### config.mk
export PLATFORM = sky130hd
export DESIGN_NAME = rmq_fifo
export DESIGN_NICKNAME = d
export VERILOG_FILES = /design/src/rtl/rmq_pkg.sv /design/src/rtl/rmq_fifo.sv
export SDC_FILE = /design/constraint.sdc
export NUM_CORES = 1
export LEC_CHECK = 0
export BUFFER_PORTS_ARGS = -buffer_cell sky130_fd_sc_hd__buf_2
export CORE_ASPECT_RATIO = 1.4
export CORE_MARGIN = 4
export CORE_UTILIZATION = 57
export DETAILED_ROUTE_END_ITERATION = 8
export PLACE_DENSITY = 0.79
export SYNTH_ARGS = -nofsm -noshare
export SYNTH_HDL_FRONTEND = slang
export SYNTH_SLANG_ARGS = --single-unit
### constraint.sdc
create_clock -name clk -period 4 [get_ports clk]
set_input_delay 0.4 -clock clk [delete_from_list [all_inputs] [get_ports clk]]
set_output_delay 0.4 -clock clk [all_outputs]
set_load 0.05 [all_outputs]
### src/rtl/rmq_pkg.sv
// ---------------------------------------------------------------------------
// rmq_pkg
// Shared types and constants for the rotation matrix to quaternion block.
// ---------------------------------------------------------------------------
package rmq_pkg;

  localparam int FRAC_BITS  = 14;
  localparam int DATA_W     = 16;
  localparam int TR_W       = DATA_W + 3;           // trace and radicand, signed
  localparam int RAD_W      = DATA_W + 1;           // positive radicand
  localparam int DIF_W      = DATA_W + 1;           // off-diagonal sum or difference
  localparam int SQ_IN_W    = 34;                   // radicand << (FRAC_BITS + 2), even
  localparam int SQ_STEPS   = SQ_IN_W / 2;          // one root bit per stage
  localparam int ROOT_W     = SQ_STEPS;             // floor(2*sqrt(x))
  localparam int SQ_REM_W   = ROOT_W + 1;
  localparam int DEN_W      = ROOT_W;               // 2*root
  localparam int NUM_W      = 32;                   // 2*mag*2^(FRAC_BITS-1) + root
  localparam int QUO_W      = 24;                   // quotient bits kept
  localparam int FIFO_AW    = 2;
  localparam int FIFO_DEPTH = 1 << FIFO_AW;
  localparam int SAT_LIM    = 65536;

  typedef enum logic [1:0] {
    PATH_TRACE = 2'd0,
    PATH_X     = 2'd1,
    PATH_Y     = 2'd2,
    PATH_Z     = 2'd3
  } path_t;

  typedef struct packed {
    logic signed [DATA_W-1:0] m00;
    logic signed [DATA_W-1:0] m01;
    logic signed [DATA_W-1:0] m02;
    logic signed [DATA_W-1:0] m10;
    logic signed [DATA_W-1:0] m11;
    logic signed [DATA_W-1:0] m12;
    logic signed [DATA_W-1:0] m20;
    logic signed [DATA_W-1:0] m21;
    logic signed [DATA_W-1:0] m22;
  } in_beat_t;

  typedef struct packed {
    logic signed [DATA_W-1:0] qw;
    logic signed [DATA_W-1:0] qx;
    logic signed [DATA_W-1:0] qy;
    logic signed [DATA_W-1:0] qz;
    path_t                    path;
    logic                     invalid;
  } out_beat_t;

  // classified item handed from front to back
  typedef struct packed {
    path_t                   path;
    logic                    invalid;
    logic [RAD_W-1:0]        rad;
    logic signed [DIF_W-1:0] dw;
    logic signed [DIF_W-1:0] dx;
    logic signed [DIF_W-1:0] dy;
    logic signed [DIF_W-1:0] dz;
  } cls_t;

  // fifo to back handshake
  typedef struct packed {
    logic valid;
    logic ready;
  } hs_t;

endpackage

### src/rtl/rmq_fifo.sv
// ---------------------------------------------------------------------------
// rmq_fifo
// Short queue of classified items between front and back.
// ---------------------------------------------------------------------------
module rmq_fifo import rmq_pkg::*; (
  input  logic clk,
  input  logic rst_n,
  input  logic push_valid,
  output logic push_ready,
  input  cls_t push_data,
  output hs_t  pop_hs_o,
  input  logic pop_ready,
  output cls_t pop_data
);

  cls_t               mem_r [FIFO_DEPTH];
  logic [FIFO_AW-1:0] wr_ptr_r;
  logic [FIFO_AW-1:0] rd_ptr_r;
  logic [FIFO_AW:0]   cnt_r;
  logic               do_push;
  logic               do_pop;

  assign push_ready     = (cnt_r != (FIFO_AW+1)'(FIFO_DEPTH));
  assign pop_hs_o.valid = (cnt_r != '0);
  assign pop_hs_o.ready = pop_ready;
  assign pop_data       = mem_r[rd_ptr_r];
  assign do_push        = push_valid && push_ready;
  assign do_pop         = pop_hs_o.valid && pop_ready;

  // pointers and fill count
  always_ff @(posedge clk) begin
    if (!rst_n) begin
      wr_ptr_r <= '0;
      rd_ptr_r <= '0;
      cnt_r    <= '0;
    end else begin
      if (do_push) begin
        wr_ptr_r <= wr_ptr_r + 1'b1;
      end
      if (do_pop) begin
        rd_ptr_r <= rd_ptr_r + 1'b1;
      end
      if (do_push && !do_pop) begin
        cnt_r <= cnt_r + 1'b1;
      end else if (!do_push && do_pop) begin
        cnt_r <= cnt_r - 1'b1;
      end
    end
  end

  always_ff @(posedge clk) begin
    if (do_push) begin
      mem_r[wr_ptr_r] <= push_data;
    end
  end

endmodule

==> metrics.md, run 1 <==
| Metric | Value |
|---|---|
| Final design area excluding fillers | 15,600 um2 |
| Buffer count from post-CTS setup fixing | 0 |
| Placed instance area | 14,500 um2 |
| IR drop worst, VDD | 0.454 mV |
| Slowest stage delay, CP | 0.76 ns |
| Sum of routed wire length over all layers | 24.3 mm |
| Std-Cell Rows | 65 |
| Worst Setup Start Kind | register |
| Crit path kind | reg -> out |
| Number of warnings reported in the yosys synthesis log | 0 |
| Maximum number of pins on one net before global-route repair | 59 |
| Grt met2 use | 34.1% |
| Min-delay worst type | in -> reg |
| Number of sinks on the clock net | 361 |
| Maximum buffer depth of the clock tree | 3 |
| Initial DRT Pass Iterations | 4 |
| H-tree depth reported by CTS | 2 |
| HPWL reported at the end of detailed placement | 15.2 mm |
| IO Count | 183 |
| Maximum fanout count along the critical path | 30 |
| Status | finished, final reports clean |
| Cell count after synthesis | 509 |
| Root cell of the clock tree | clkbuf_16 |
| Crit path required time | 3.60 ns |
| Width of the chip | 136 um |
| Initial DRC count | 398 |
| Synthesized flop and latch total | 361 |
| Portion of the post-synthesis area used by sequential elements | 81.6% |
| Final layout net count | 810 |
| Global-route wire length before repair | 37.6 mm |
| Worst slew margin relative to its limit | 42.6% |
| Element type at the critical path end | primary output |
| DRC | 0 |
| Slowest cell on the critical path | dfxtp_4 |
| Launching point of the worst reg2reg path | cnt_r[0] |
| Total of cells resized after clock tree synthesis | 0 |
| Number of buffers created by CTS | 34 |
| Final-report setup violation count | 0 |
| Post-synth design cell area | 13,200 um2 |
| Power per Cell Area | 737 nW/um2 |
| Share of final-layout standard cells stronger than drive strength 1 | 45.4% |
| Max-cap viol count | 0 |
| Post-layout min period | 2.82 ns |
| Fraction of synthesized cell area taken by the top area cell type | 80.3% |
| R2r setup slk | 1.63 ns |
| Area of the multi-input gates | 2270 um2 |
| Avg WL per Cell | 23.4 um |
| Effective utilization at floorplan | 58.2% |
| Worst EP arrival | 2.42 ns |
| Height of the die | 188 um |
| Number of antenna violations at the first check in global routing | 5 |
| Synth cell types | 25 |
| Layout fillers | 1,414 |
| Leading cell types in the layout, fill and taps excluded | edfxtp_1 (352), buf_2 (182), mux4_2 (88) |
| Remaining number of nets flagged by the antenna check after routing | 0 |
| Via density per instance | 5.74 |
| Total chip power | 0.0115 W |
| RSZ-0062 raised after global routing | no |
| Buf/Inv on CP | 2 |
| Worst Max-Slew Pin Slew | 0.861 ns |
| Reg clk slew, reported paths | 0.06 ns |
| Commonest non-fill, non-tap cell in the layout | edfxtp_1 |
| Relative area change from synthesis to final layout | 18.3% |
| M1 GR Usage | 23.9% |
| Clk Latency, worst-skew pair | 0.49 ns |
| TritonCTS clock tree | yes |
| Global routing usage on met3 | 4.48% |
| Leakage power of the design | 5.21 nW |
| Post-route setup TNS | 0 ns |
| Register Area | 10,800 um2 |
| Global route overflow | 0 |
| Final Cycle Share | 70.5% |
| Ranking of synthesized cells by area | edfxtp_1 (80%), mux4_2 (15%), dfxtp_1 (1.4%) |
| Total core area | 22,600 um2 |
| Total Routing Usage GR | 19.6% |
| Critical path cell sequence | buf_12, mux4_2, buf_2 |
| Pins Over Slew Limit | 0 |
| Hold-fix buffers at CTS | 0 |
| Number of nets in the synthesized netlist | 607 |
| Highest attainable clock frequency | 0.355 GHz |
| Final Hold Vio Count | 0 |
| Startpoint of the most critical hold path | push_data[18] |
| Largest area contributor in the netlist | edfxtp_1 |
| Kind of cell with the highest combined delay on the critical path | flip-flops |
| Number of global-route vias before repair | 6,478 |
| Quantity of I/O buffers inserted on ports | 182 |
| Mean Syn Cell Area | 25.9 um2 |
| Routability congestion estimate | 0.715 |
| Clock Skews | 0.00773 ns |
| Overall die area | 25,600 um2 |
| Global-route layer with the greatest usage | met2 |
| Total number of vias | 5,955 |
-- per-stage QoR --
step / hold WS, ns / worst slack (ns) / utilization, % / instances
2_1_floorplan: 0.468 / 0.680 / - / 509
3_3_place_gp: 0.478 / 1.64 / 64.0 / 977
3_5_place_dp: 0.504 / 1.60 / 64.0 / 977
4_1_cts: 0.100 / 1.11 / 68.9 / 1036
5_1_grt: 0.100 / 1.02 / 68.9 / 1037
6_report: 0.120 / 1.18 / 68.9 / 1037
-- cells in the mapped netlist, drive strengths merged --
| cell type | number |
|---|---|
| a21boi | 2 |
| and2 | 8 |
| buf | 15 |
| clkbuf | 7 |
| dfxtp | 9 |
| edfxtp | 352 |
| fa | 1 |
| ha | 5 |
| inv | 3 |
| mux2i | 3 |
| mux4 | 88 |
| nand2 | 5 |
| nor2 | 1 |
| nor2b | 1 |
| o21ai | 1 |
| o311ai | 1 |
| o31ai | 1 |
| or3 | 2 |
| xnor2 | 3 |
| xor2 | 1 |
-- logic make-up (layout without fill, tap and decap cells) --
| kind of cell | Yosys count | in the layout | share of synthesized area, % |
|---|---|---|---|
| xor gates and xnor gates | 4 | 4 | 0.266 |
| buffers and inverters | 25 | 251 | 1.19 |
| other | 0 | 1 | 0 |
| adders and majority gates | 6 | 6 | 0.627 |
| AOI/OAI and AO/OA | 5 | 5 | 0.304 |
| DFF | 361 | 361 | 81.6 |
| and+or+nand+nor | 17 | 17 | 0.694 |
| muxes | 91 | 91 | 15.3 |
-- per-layer routing --
metal / wire (um) / up-vias / part of all wire [%]
li1: - / 2581 / -
met3: 1420 / 56 / 5.8
met2: 13400 / 186 / 55
met5: 59 / - / 0.24
met4: 781 / 8 / 3.2
met1: 8670 / 3124 / 36
-- final timing paths --
check,end,depth (start not counted)
min reg2reg,wr_ptr_r[0],2
max reg2reg,cnt_r[2],8
min,mem_r[2][18],1
max,pop_data[26],3
-- layout make-up --
cell class              instances  share of cell area (%)
clock inverters                16                    1.06
diodes                          1                  0.0161
inverters                       3                  0.0723
multi-input cells             123                    14.6
repair buffers                189                    6.74
flip-flops and latches        361                    69.0
clock buffers                  43                    6.09
well taps                     301                    2.42
-- power breakdown --
group | switching (W) | internal (W) | total [W]
clock | 0.00127 | 0.00188 | 0.00315
sequential | 0.000209 | 0.00459 | 0.00480
combinational | 0.00243 | 0.00111 | 0.00354
-- flip-flops by register name, indices dropped and copies added, names as in the netlist, named ones only --
| register | cells |
|---|---|
| rd_ptr_r | 2 |
| cnt_r | 3 |
| wr_ptr_r | 2 |
| mem_r | 352 |
No activity file was read; power rests on OpenSTA's default activity.
==> inputs of run 2 (changes only) <==
Clock period 4 ns to 2.9 ns, I/O delays scaled along.
==> metrics.md, run 2 (synthesized netlist as in run 1, its figures left out) <==
| Metric | Value |
|---|---|
| Maximum buffer depth of the clock tree | 3 (unchanged) |
| Buffer count from post-CTS setup fixing | 0 (unchanged) |
| Post-route insts no fill | 1,102 (+6.3%) |
| Routability congestion estimate | 0.719 (+0.56%) |
| Clock Skews | 0.00732 ns (-0.000409 ns) |
| IR drop worst, VDD | 0.641 mV (+41%) |
| Post-route setup TNS | 0 ns (unchanged) |
| Final layout net count | 868 (+7.2%) |
| Element type at the critical path end | primary output |
| Status | finished, final reports clean |
| Buf/Inv on CP | 2 (unchanged) |
| Reg clk slew, reported paths | 0.06 ns (about the same) |
| Crit path kind | reg -> out |
| Height of the die | 188 um (unchanged) |
| Commonest non-fill, non-tap cell in the layout | edfxtp_1 |
| H-tree depth reported by CTS | 2 (unchanged) |
| Slowest stage delay, CP | 0.65 ns (-0.11 ns) |
| Worst-case hold path end point | mem_r[0][21] |
| Width of the chip | 136 um (unchanged) |
| HPWL reported at the end of detailed placement | 15.7 mm (+3.1%) |
| Total number of vias | 6,246 (+4.9%) |
| Most flop-heavy register | mem_r |
| Global route overflow | 0 (unchanged) |
| Maximum fanout count along the critical path | 23 (-23%) |
| Worst EP arrival | 2.30 ns (-0.12 ns) |
| Worst Setup Start Kind | register |
| Initial DRC count | 383 (-3.8%) |
| Slowest cell on the critical path | dfxtp_4 |
| Crit path required time | 2.61 ns (-0.99 ns) |
| Number of buffers created by CTS | 34 (unchanged) |
| Total Routing Usage GR | 20.9% (+1.3 points) |
| Startpoint of the most critical hold path | push_data[21] |
| Effective utilization at floorplan | 58.2% (unchanged) |
| Kind of cell with the highest combined delay on the critical path | flip-flops |
| Launching point of the worst reg2reg path | cnt_r[0] |
| Post-layout min period | 2.59 ns |
| Final Cycle Share | 89.2% |
| Worst Max-Slew Pin Slew | 0.587 ns (-0.274 ns) |
| Maximum number of pins on one net before global-route repair | 39 (-34%) |
| Critical path cell sequence | buf_4, mux4_2, buf_2 |
| Cell depth of the worst flop-to-flop path | 8 (unchanged) |
| Quantity of I/O buffers inserted on ports | 182 (unchanged) |
| Number of global-route vias before repair | 6,878 (+6.2%) |
| Flip-flop count of the largest register after layout | 352 (unchanged) |
| Number of antenna violations at the first check in global routing | 7 (+2) |
| Leakage power of the design | 5.46 nW (+4.8%) |
| Final Hold Vio Count | 0 (unchanged) |
| R2r setup slk | 0.50 ns (-1.13 ns) |
| Min-delay worst type | in -> reg |
| IO Count | 183 (unchanged) |
| Total core area | 22,600 um2 (unchanged) |
| Std-Cell Rows | 65 (unchanged) |
| Avg WL per Cell | 23.4 um (about the same) |
| TritonCTS clock tree | yes |
| Root cell of the clock tree | clkbuf_16 |
| Initial DRT Pass Iterations | 4 (unchanged) |
| DRC | 0 (unchanged) |
| # placed instances | 990 (+1.3%) |
| Highest attainable clock frequency | 0.386 GHz |
| Worst R2R End | cnt_r[2] |
| Power per Cell Area | 981 nW/um2 (+33%) |
| Final-report setup violation count | 0 (unchanged) |
| Via density per instance | 5.67 (-1.3%) |
| WHS Path Cells | 1 (unchanged) |
| RSZ-0062 raised after global routing | no |
| Share of final-layout standard cells stronger than drive strength 1 | 43.0% (-2.4 points) |
| Sum of routed wire length over all layers | 25.8 mm (+6.3%) |
| Remaining number of nets flagged by the antenna check after routing | 0 (unchanged) |
| Global-route wire length before repair | 39.7 mm (+5.6%) |
| Clk Latency, worst-skew pair | 0.49 ns (about the same) |
| Relative area change from synthesis to final layout | 22.4% |
| Number of sinks on the clock net | 361 (unchanged) |
| Worst slew margin relative to its limit | 60.9% (+18 points) |
| Pins Over Slew Limit | 0 (unchanged) |
| Leading registers by flop count | mem_r: 352 flops, cnt_r: 3 flops |
| Overall die area | 25,600 um2 (unchanged) |
| Leading cell types in the layout, fill and taps excluded | edfxtp_1 (352), buf_2 (182), mux4_2 (88) |
| Max-cap viol count | 0 (unchanged) |
## run 2: worst max-delay path by stage
stage / from / to / depth (start not counted)
after global placement: cnt_r[0] / cnt_r[2] / 8
after detailed placement: cnt_r[0] / cnt_r[2] / 8
after global routing: register / pop_data[44] / 3
after floorplan: cnt_r[0] / mem_r[0][0] / 3
after CTS: register / pop_data[44] / 3
final: register / pop_data[44] / 3
## run 2: cell type report
type / instances / area [um2]
antenna: 6 / 15.0
clock buffer: 42 / 945
tap: 301 / 377
sequential: 361 / 10800
fill: 1387 / 6490
clock inverter: 19 / 118
timing repair buffer: 247 / 1620
inverter: 3 / 11.3
multi-input combinational: 123 / 2270
## run 2: stage by stage
step	hold WS [ns]	worst slack, ns	power, W	area [um2]	util (%)
3_3_place_gp	0.482	0.761	0.0116	14600	64.5
2_1_floorplan	0.389	0.543	0.0105	13200	-
5_1_grt	0.000409	0.173	0.0164	16100	71.3
3_5_place_dp	0.505	0.577	0.0118	14600	64.5
6_report	0.0209	0.312	0.0158	16100	71.3
4_1_cts	0.000337	0.251	0.0160	16100	71.2
## run 2: report_power, final
part,internal (W),total (W),switching (W)
clock network,0.00241,0.00415,0.00175
logic,0.00163,0.00505,0.00342
registers,0.00633,0.00661,0.000276
total,0.0104,0.0158,0.00544
## run 2: worst reg2reg max path, cell delays in order, from the launching register on
cell and delay [ns]:
dfxtp_1 0.45, nor2_1 0.12, a21boi_2 0.34, ha_1 0.26, inv_1 0.06, fa_1 0.40, xor2_1 0.16, or3_1 0.31
a21boi_0 0.21
## run 2: per-layer routing
metal,up-vias,GRT usage (%),wire [um]
li1,2706,-,-
met1,3272,24.3,9130
met2,210,37.9,14700
met3,56,3.86,1170
met4,2,8.22,804
met5,-,0,20
## run 2: what timing repair did
action / in CTS / in global routing
resized for setup: 0 / 0
hold buffers: 44 / 1
hold endpoints to repair: 166 / 1
