## src/rtl/rmq_pkg.sv

```systemverilog
// ---------------------------------------------------------------------------
// rmq_pkg
// Shared types and constants for the rotation matrix to quaternion block.
// ---------------------------------------------------------------------------
package rmq_pkg;

  localparam int FRAC_BITS  = 14;
  localparam int DATA_W     = 16;
  localparam int TR_W       = DATA_W + 3;           // trace and radicand, signed
  localparam int RAD_W      = DATA_W + 1;           // positive radicand
  localparam int DIF_W      = DATA_W + 1;           // off-diagonal sum or difference
  localparam int SQ_IN_W    = 34;                   // radicand << (FRAC_BITS + 2), even
  localparam int SQ_STEPS   = SQ_IN_W / 2;          // one root bit per stage
  localparam int ROOT_W     = SQ_STEPS;             // floor(2*sqrt(x))
  localparam int SQ_REM_W   = ROOT_W + 1;
  localparam int DEN_W      = ROOT_W;               // 2*root
  localparam int NUM_W      = 32;                   // 2*mag*2^(FRAC_BITS-1) + root
  localparam int QUO_W      = 24;                   // quotient bits kept
  localparam int FIFO_AW    = 2;
  localparam int FIFO_DEPTH = 1 << FIFO_AW;
  localparam int SAT_LIM    = 65536;

  typedef enum logic [1:0] {
    PATH_TRACE = 2'd0,
    PATH_X     = 2'd1,
    PATH_Y     = 2'd2,
    PATH_Z     = 2'd3
  } path_t;

  typedef struct packed {
    logic signed [DATA_W-1:0] m00;
    logic signed [DATA_W-1:0] m01;
    logic signed [DATA_W-1:0] m02;
    logic signed [DATA_W-1:0] m10;
    logic signed [DATA_W-1:0] m11;
    logic signed [DATA_W-1:0] m12;
    logic signed [DATA_W-1:0] m20;
    logic signed [DATA_W-1:0] m21;
    logic signed [DATA_W-1:0] m22;
  } in_beat_t;

  typedef struct packed {
    logic signed [DATA_W-1:0] qw;
    logic signed [DATA_W-1:0] qx;
    logic signed [DATA_W-1:0] qy;
    logic signed [DATA_W-1:0] qz;
    path_t                    path;
    logic                     invalid;
  } out_beat_t;

  // classified item handed from front to back
  typedef struct packed {
    path_t                   path;
    logic                    invalid;
    logic [RAD_W-1:0]        rad;
    logic signed [DIF_W-1:0] dw;
    logic signed [DIF_W-1:0] dx;
    logic signed [DIF_W-1:0] dy;
    logic signed [DIF_W-1:0] dz;
  } cls_t;

  // fifo to back handshake
  typedef struct packed {
    logic valid;
    logic ready;
  } hs_t;

endpackage

```

## src/rtl/rmq_front.sv

```systemverilog
// ---------------------------------------------------------------------------
// rmq_front
// Takes matrix beats, picks the branch, forms the radicand and the
// off-diagonal terms, and holds the result in one register stage.
// ---------------------------------------------------------------------------
module rmq_front import rmq_pkg::*; (
  input  logic     clk,
  input  logic     rst_n,
  input  logic     in_valid,
  output logic     in_ready,
  input  in_beat_t in_data,
  output logic     cls_valid,
  input  logic     cls_ready,
  output cls_t     cls_data
);

  localparam logic signed [TR_W-1:0] ONE = TR_W'(1) <<< FRAC_BITS;

  logic                    front_v_r;
  cls_t                    front_r;
  cls_t                    cls_nxt;
  logic signed [TR_W-1:0]  trace;
  logic signed [TR_W-1:0]  rad;
  logic signed [DATA_W-1:0] big;
  path_t                   sel;

  function automatic logic signed [DIF_W-1:0] sx(input logic signed [DATA_W-1:0] v);
    return DIF_W'(v);
  endfunction

  function automatic logic signed [TR_W-1:0] tx(input logic signed [DATA_W-1:0] v);
    return TR_W'(v);
  endfunction

  // branch choice and terms
  always_comb begin
    trace = tx(in_data.m00) + tx(in_data.m11) + tx(in_data.m22);
    sel   = PATH_X;
    big   = in_data.m00;
    if (in_data.m11 > in_data.m00) begin
      sel = PATH_Y;
      big = in_data.m11;
    end
    if (in_data.m22 > big) begin
      sel = PATH_Z;
    end
    cls_nxt.dw = sx(in_data.m21) - sx(in_data.m12);
    cls_nxt.dx = sx(in_data.m21) - sx(in_data.m12);
    cls_nxt.dy = sx(in_data.m02) - sx(in_data.m20);
    cls_nxt.dz = sx(in_data.m10) - sx(in_data.m01);
    rad        = trace + ONE;
    if (trace > 0) begin
      cls_nxt.path = PATH_TRACE;
    end else begin
      cls_nxt.path = sel;
      case (sel)
        PATH_Y: begin
          rad = tx(in_data.m11) - tx(in_data.m22) - tx(in_data.m00) + ONE;
          cls_nxt.dw = sx(in_data.m02) - sx(in_data.m20);
          cls_nxt.dx = sx(in_data.m01) + sx(in_data.m10);
          cls_nxt.dz = sx(in_data.m21) + sx(in_data.m12);
        end
        PATH_Z: begin
          rad = tx(in_data.m22) - tx(in_data.m00) - tx(in_data.m11) + ONE;
          cls_nxt.dw = sx(in_data.m10) - sx(in_data.m01);
          cls_nxt.dx = sx(in_data.m02) + sx(in_data.m20);
          cls_nxt.dy = sx(in_data.m12) + sx(in_data.m21);
        end
        default: begin
          rad = tx(in_data.m00) - tx(in_data.m11) - tx(in_data.m22) + ONE;
          cls_nxt.dw = sx(in_data.m21) - sx(in_data.m12);
          cls_nxt.dy = sx(in_data.m10) + sx(in_data.m01);
          cls_nxt.dz = sx(in_data.m20) + sx(in_data.m02);
        end
      endcase
    end
    // non-positive radicand: run the datapath on one, zero the result later
    cls_nxt.invalid = (rad <= 0);
    cls_nxt.rad     = cls_nxt.invalid ? RAD_W'(1) : rad[RAD_W-1:0];
  end

  assign in_ready  = !front_v_r || cls_ready;
  assign cls_valid = front_v_r;
  assign cls_data  = front_r;

  // holding register
  always_ff @(posedge clk) begin
    if (!rst_n) begin
      front_v_r <= 1'b0;
    end else if (in_ready) begin
      front_v_r <= in_valid;
    end
  end

  always_ff @(posedge clk) begin
    if (in_valid && in_ready) begin
      front_r <= cls_nxt;
    end
  end

endmodule

```

## config.mk

```make
export PLATFORM = sky130hd
export DESIGN_NAME = rmq_front
export DESIGN_NICKNAME = d
export VERILOG_FILES = /design/src/rtl/rmq_pkg.sv /design/src/rtl/rmq_front.sv
export SDC_FILE = /design/constraint.sdc
export NUM_CORES = 1
export LEC_CHECK = 0
export BUFFER_PORTS_ARGS = -buffer_cell sky130_fd_sc_hd__buf_2
export CAP_MARGIN = 40
export CORE_AREA = 2 2 203 205
export CTS_BUF_LIST = sky130_fd_sc_hd__clkbuf_4 sky130_fd_sc_hd__clkbuf_8
export DETAILED_ROUTE_END_ITERATION = 10
export DIE_AREA = 0 0 205 207
export PLACE_DENSITY = 0.66
export REMOVE_ABC_BUFFERS = 1
export SLEW_MARGIN = 20
export SYNTH_ARGS = -nofsm -noshare
export SYNTH_HDL_FRONTEND = slang
export SYNTH_SLANG_ARGS = --single-unit
```

## constraint.sdc

```tcl
create_clock -name clk -period 11.6 [get_ports clk]
set_input_delay 1.74 -clock clk [delete_from_list [all_inputs] [get_ports clk]]
set_output_delay 1.74 -clock clk [all_outputs]
set_load 0.05 [all_outputs]
```

==> results.cfg, run 1 <==
[yosys]
synth_top_area_share = 0.214
synth-seq-cells = 89
ys.warnings.count = 0
netlist_area_sq_um = 15100
synth_top_cell_by_area = ha_1
synthDistinctLibCells = 94
synth_mux_area_frac = 0.0189
synth-edff-count = 88
synth_xor_area_frac = 0.0725
yosys_most_used_dff = edfxtp_1
synthCells = 1704
synth_top_family_by_area = adder cells
synth-simple-area-share = 0.133
synthTopCellsByArea = ha_1 (21%), edfxtp_1 (17%), fa_1 (9.8%)
yosys.area_share.adder = 0.312
synth_compound_area_frac = 0.227
avgSynthCellArea_sq_um = 8.86
async_flop_share = 0
yosysSeqAreaShare = 0.176

[clocking]
ctsHoldBuffers = 0
htree_levels = 3
cts_num_sinks = 89
worstSkewPairLatency_ps = 390
post-cts-setup-buffers = 0
cts_tree = done
cts_inserted_buffers = 9
clockRootBuffer = clkbuf_8
path_clk_slew_ps = 110
clockBufferDepth = 2
post_cts_resize_count = 0

[detailed_routing]
avgRoutedWirePerCell_um = 20.6
drc = 0
dr.pass1.iters = 6
vias = 13700
drt_iter0_drc = 1103
ant_nets = 0
via_per_inst = 5.62
wl_um = 50200

[status]
status = finished, final reports clean

[sta]
period_needed_ps = 8820
clock_skew_ps = 16.9
fin_crit_sh = 0.760
setup_viol_count_final = 0
drv_slew = 0
slew_headroom = 0.437
rsz0062_at_grt = false
setup_tns_ps = 0
final-hold-violation-count = 0
holdWs_ps = 557
tightest_slew_ps = 831
max_freq_ghz = 0.113

[pwr]
power_mw = 2.52
power_density_nw_per_um2 = 148
leakagePower_nw = 7.89
ir_drop_v = 0.000106

[worst_setup_path]
start_kind = input pin
worst-setup-path-type = input pin to register
crit_fanout = 50
cp.required_ps = 11740
endpoint_kind = register
arrival_ps = 8960

[die]
dieArea_sq_um = 42400
die_h_um = 207
initial_core_util = 0.374
core-area_sq_um = 40400
num_io_pins = 238
rows = 74
die_w_um = 205

[placement]
globalplace.congestion = 0.954
portBuffers = 237
hpwlAfterDp_um = 41400

[flow_run]
drv_cap = 0

[final_layout]
mostFrequentLayoutCell = ha_1
drive_above_1_share = 0.162
area_delta_synth_final_pct = 13.0
nNetsFinal = 2381
mostFrequentLayoutCells = ha_1 (258), buf_2 (237), inv_1 (175)

[global_routing]
grt_antenna_before_repair = 5
grt_pass1_wl_um = 77100
grt_pass1_vias = 13500
grt_max_degree = 51
grt_overflow = 0
grtUsageTotal = 0.234

[hold_path]
hp-class = register to register
-- routing by layer --
metal | up-vias | share of wire | global-route usage
met5 | - | 0 | 0
met4 | 0 | 0.036 | 0.0841
met3 | 81 | 0.060 | 0.0304
met2 | 571 | 0.47 | 0.387
met1 | 6544 | 0.44 | 0.311
li1 | 6528 | - | -
-- stage by stage --
step / instances / setup WS [ps] / util / cell area, sq um
floorplan: 1641 / 1870 / - / 14800
global placement: 2417 / 2440 / 0.416 / 16800
detailed placement: 2420 / 2280 / 0.417 / 16800
CTS: 2436 / 2690 / 0.422 / 17000
global route: 2442 / 2320 / 0.423 / 17100
finish: 2443 / 2780 / 0.423 / 17100
-- Yosys cell counts (all sizes together) (7+ instances only) --
cell    instances
a211oi         13
a21boi          9
a21o           30
a21oi         122
a22o           17
a22oi          20
a31oi          16
and3           13
buf            21
clkbuf         42
edfxtp         88
fa             74
ha            258
inv           175
mux2            9
mux2i          18
nand2          83
nand2b         24
nand3          22
nand3b          7
nand4           9
nor2          118
nor2b          23
nor3           29
o211ai         10
o21a           15
o21ai          86
o21bai         22
o22ai          45
o31ai           7
or2             9
or3            19
xnor2          92
xor2           33
-- final timing paths --
kind	slack (ps)	from	endpoint	depth (start not counted)
max	2780	in_data[79]	cls_data[27]$_DFFE_PP_	23
min reg2reg	560	cls_valid$_SDFFE_PN0N_	cls_valid$_SDFFE_PN0N_	2
min	560	cls_valid$_SDFFE_PN0N_	cls_valid$_SDFFE_PN0N_	2
max reg2reg	9840	cls_valid$_SDFFE_PN0N_	cls_data[21]$_DFFE_PP_	4
-- layout make-up --
class / count / area (sq um)
inverter: 176 / 661
sequential: 89 / 2660
clock buffer: 9 / 124
antenna: 5 / 12.5
tap: 532 / 666
timing repair buffer: 249 / 1320
clock inverter: 7 / 76.3
multi-input combinational: 1376 / 11500
fill: 4101 / 23300
-- worst max-delay path, stage by stage --
cell and delay (ps):
buf_2 150, inv_1 110, ha_1 500, nor3b_1 430
o21ai_0 150, a21oi_1 340, nor4_4 160, o21ai_4 540
buf_16 230, buf_4 380, a21oi_1 160, ha_1 430
nand4_2 190, nor4_4 400, a22oi_1 160, and4_1 290
nor2_4 90, buf_4 480, nand2_1 470, buf_6 290
nand2_1 430, clkinv_1 460, o22a_1 320
-- report_power, final --
group	switching (mW)	internal, mW
clock network	0.138	0.101
registers	0.0419	0.469
logic	1.17	0.608
-- registers in the layout (all words and copies together) (netlist names) --
name and count:
cls_data 88, cls_valid 1
-- logic make-up after synthesis --
| group | after synthesis |
|---|---|
| compound gates | 503 |
| flops | 89 |
| mux | 27 |
| xor+xnor | 125 |
| buf+inv | 239 |
| fa+ha+maj | 332 |
| simple gates | 389 |
Note: power is estimated with default switching activity, not from simulation.
==> inputs of run 2 (changes only) <==
--- a/config.mk
+++ b/config.mk
@@ -11,7 +11,7 @@
 export CTS_BUF_LIST = sky130_fd_sc_hd__clkbuf_4 sky130_fd_sc_hd__clkbuf_8
 export DETAILED_ROUTE_END_ITERATION = 10
 export DIE_AREA = 0 0 205 207
-export PLACE_DENSITY = 0.66
+export PLACE_DENSITY = 0.68
 export REMOVE_ABC_BUFFERS = 1
 export SLEW_MARGIN = 20
 export SYNTH_ARGS = -nofsm -noshare
==> constraint.sdc (replaced) <==
create_clock -name clk -period 7.08 [get_ports clk]
set_input_delay 1.062 -clock clk [delete_from_list [all_inputs] [get_ports clk]]
set_output_delay 1.062 -clock clk [all_outputs]
set_load 0.05 [all_outputs]
==> run 2 against run 1 <==
Net effect: register-to-register slack got worse by 4900 ps; worst setup slack got worse by 2300 ps; global-route usage rose by 0.73 points; total power rose by 67%; critical path depth rose by 2; non-clock buffer count rose by 41; via count rose by 2.1%; clock skew rose by 1.5 ps; wire length rose by 3.2%; largest power group unchanged; critical endpoint is now cls_data[79]$_SDFFCE_PP0P_; clock power rose by 60%.
==> results.cfg, run 2 (synthesized netlist as in run 1, its figures left out) <==
[status]
status = finished, final reports clean

[sta]
setup_ws_ps = 474
tightest_slew_ps = 907
clock_skew_ps = 18.4
rsz0062_at_grt = false
final-hold-violation-count = 0
drv_slew = 0
setup_viol_count_final = 0
period_needed_ps = 6610
slew_headroom = 0.386
max_freq_ghz = 0.151
fin_crit_sh = 0.933

[clocking]
worstSkewPairLatency_ps = 430
htree_levels = 3
ctsHoldBuffers = 0
cts_tree = done
cts_inserted_buffers = 9
cts_num_sinks = 89
path_clk_slew_ps = 120
clockBufferDepth = 2
clockRootBuffer = clkbuf_8

[worst_setup_path]
start_kind = input pin
path_common_cell = buf_4
worst-setup-path-type = input pin to register
endpoint_kind = register
max_stage_delay_ps = 550
crit_fanout = 12
arrival_ps = 6810
cp.required_ps = 7280
cp_slowest_cell = nor4b_1

[pwr]
power_density_nw_per_um2 = 243
seq_power_share = 0.193
leakagePower_nw = 8.09
swShare = 0.533
power_frac_comb = 0.716
p_int_mw = 1.97
switchingPower_mw = 2.25
clockPowerShare = 0.091
ir_drop_v = 0.000125
power_mw = 4.23

[placement]
globalplace.congestion = 0.957
portBuffers = 237
hpwlAfterDp_um = 42500
placed_cell_area_sq_um = 17100
post-place-ws_ps = -232

[detailed_routing]
avgRoutedWirePerCell_um = 20.9
dr.pass1.iters = 5
ant_nets = 0
via_per_inst = 5.65
vias = 14000
drt_iter0_drc = 1191
wl_um = 51800
drc = 0

[die]
die_h_um = 207
initial_core_util = 0.374
num_io_pins = 238
die_w_um = 205
rows = 74
core-area_sq_um = 40400
dieArea_sq_um = 42400

[final_layout]
seq_area_sq_um = 2660
largest_register_ffs = 88
fillers = 4065
nNetsFinal = 2422
drive_above_1_share = 0.181
area_delta_synth_final_pct = 15.1
mostFrequentLayoutCell = ha_1
mostFrequentLayoutCells = ha_1 (258), buf_2 (237), inv_1 (175)
postLayoutCellArea_sq_um = 17400
multiInputGateArea_sq_um = 11600

[global_routing]
grtUsageTotal = 0.241
grt_antenna_before_repair = 4
grt_pass1_vias = 13800
grt_max_degree = 59
grt_overflow = 0
grt_pass1_wl_um = 79100

[flow_run]
drv_cap = 0

[hold_path]
hp-class = register to register
## run 2: through the flow
stage	cells	hold WS [ps]	setup TNS, ps	util
after floorplan	1641	1150	-111680	-
after detailed placement	2459	539	-1830	0.424
final	2482	562	0	0.430
after global placement	2459	506	-19.2	0.424
after global routing	2481	591	0	0.430
after CTS	2475	559	0	0.429
## run 2: layout make-up
type / count / area share
inverters: 176 / 0.0380
flip-flops and latches: 89 / 0.153
diodes: 3 / 0.000432
clock inverters: 7 / 0.00425
well taps: 532 / 0.0383
repair buffers: 290 / 0.0932
multi-input cells: 1376 / 0.665
clock buffers: 9 / 0.00713
## run 2: path summary, 6_finish.rpt
| kind | from | cells past startpoint | slack [ps] | to |
|---|---|---|---|---|
| hold / removal | cls_valid$_SDFFE_PN0N_ | 2 | 560 | cls_valid$_SDFFE_PN0N_ |
| setup / recovery | in_data[79] | 25 | 470 | cls_data[79]$_SDFFCE_PP0P_ |
| hold reg to reg | cls_valid$_SDFFE_PN0N_ | 2 | 560 | cls_valid$_SDFFE_PN0N_ |
| setup reg to reg | cls_valid$_SDFFE_PN0N_ | 3 | 4990 | cls_data[1]$_DFFE_PP_ |
## run 2: routing by layer
| metal | global-route usage | vias to the layer above | routed length, um | share of wire |
|---|---|---|---|---|
| li1 | - | 6608 | - | - |
| met1 | 0.329 | 6723 | 23100 | 0.45 |
| met2 | 0.386 | 585 | 23500 | 0.45 |
| met3 | 0.0334 | 100 | 3400 | 0.066 |
| met4 | 0.0903 | 2 | 1770 | 0.034 |
| met5 | 0 | - | 13 | 0.00025 |
## run 2: timing repair
item                                    in CTS  in global routing
resized for setup                            0                  3
endpoints found under the setup margin       0                 13
setup buffers                                0                  3
## run 2: critical path: cells and delay by family
kind	cells	cell delay, ps
AOI/OAI and AO/OA	5	1010
buffers and inverters	6	940
and+or+nand+nor	12	3130
adders and majority gates	2	650
## run 2: power groups by stage
stage          Combinational [mW]  Sequential (mW)  Clock (mW)
2_1_floorplan                1.62             1.23           0
3_3_place_gp                 2.94            0.830           0
3_5_place_dp                 2.95            0.827           0
4_1_cts                      2.97            0.819       0.396
5_1_grt                      3.25            0.826       0.409
6_report                     3.03            0.818       0.383
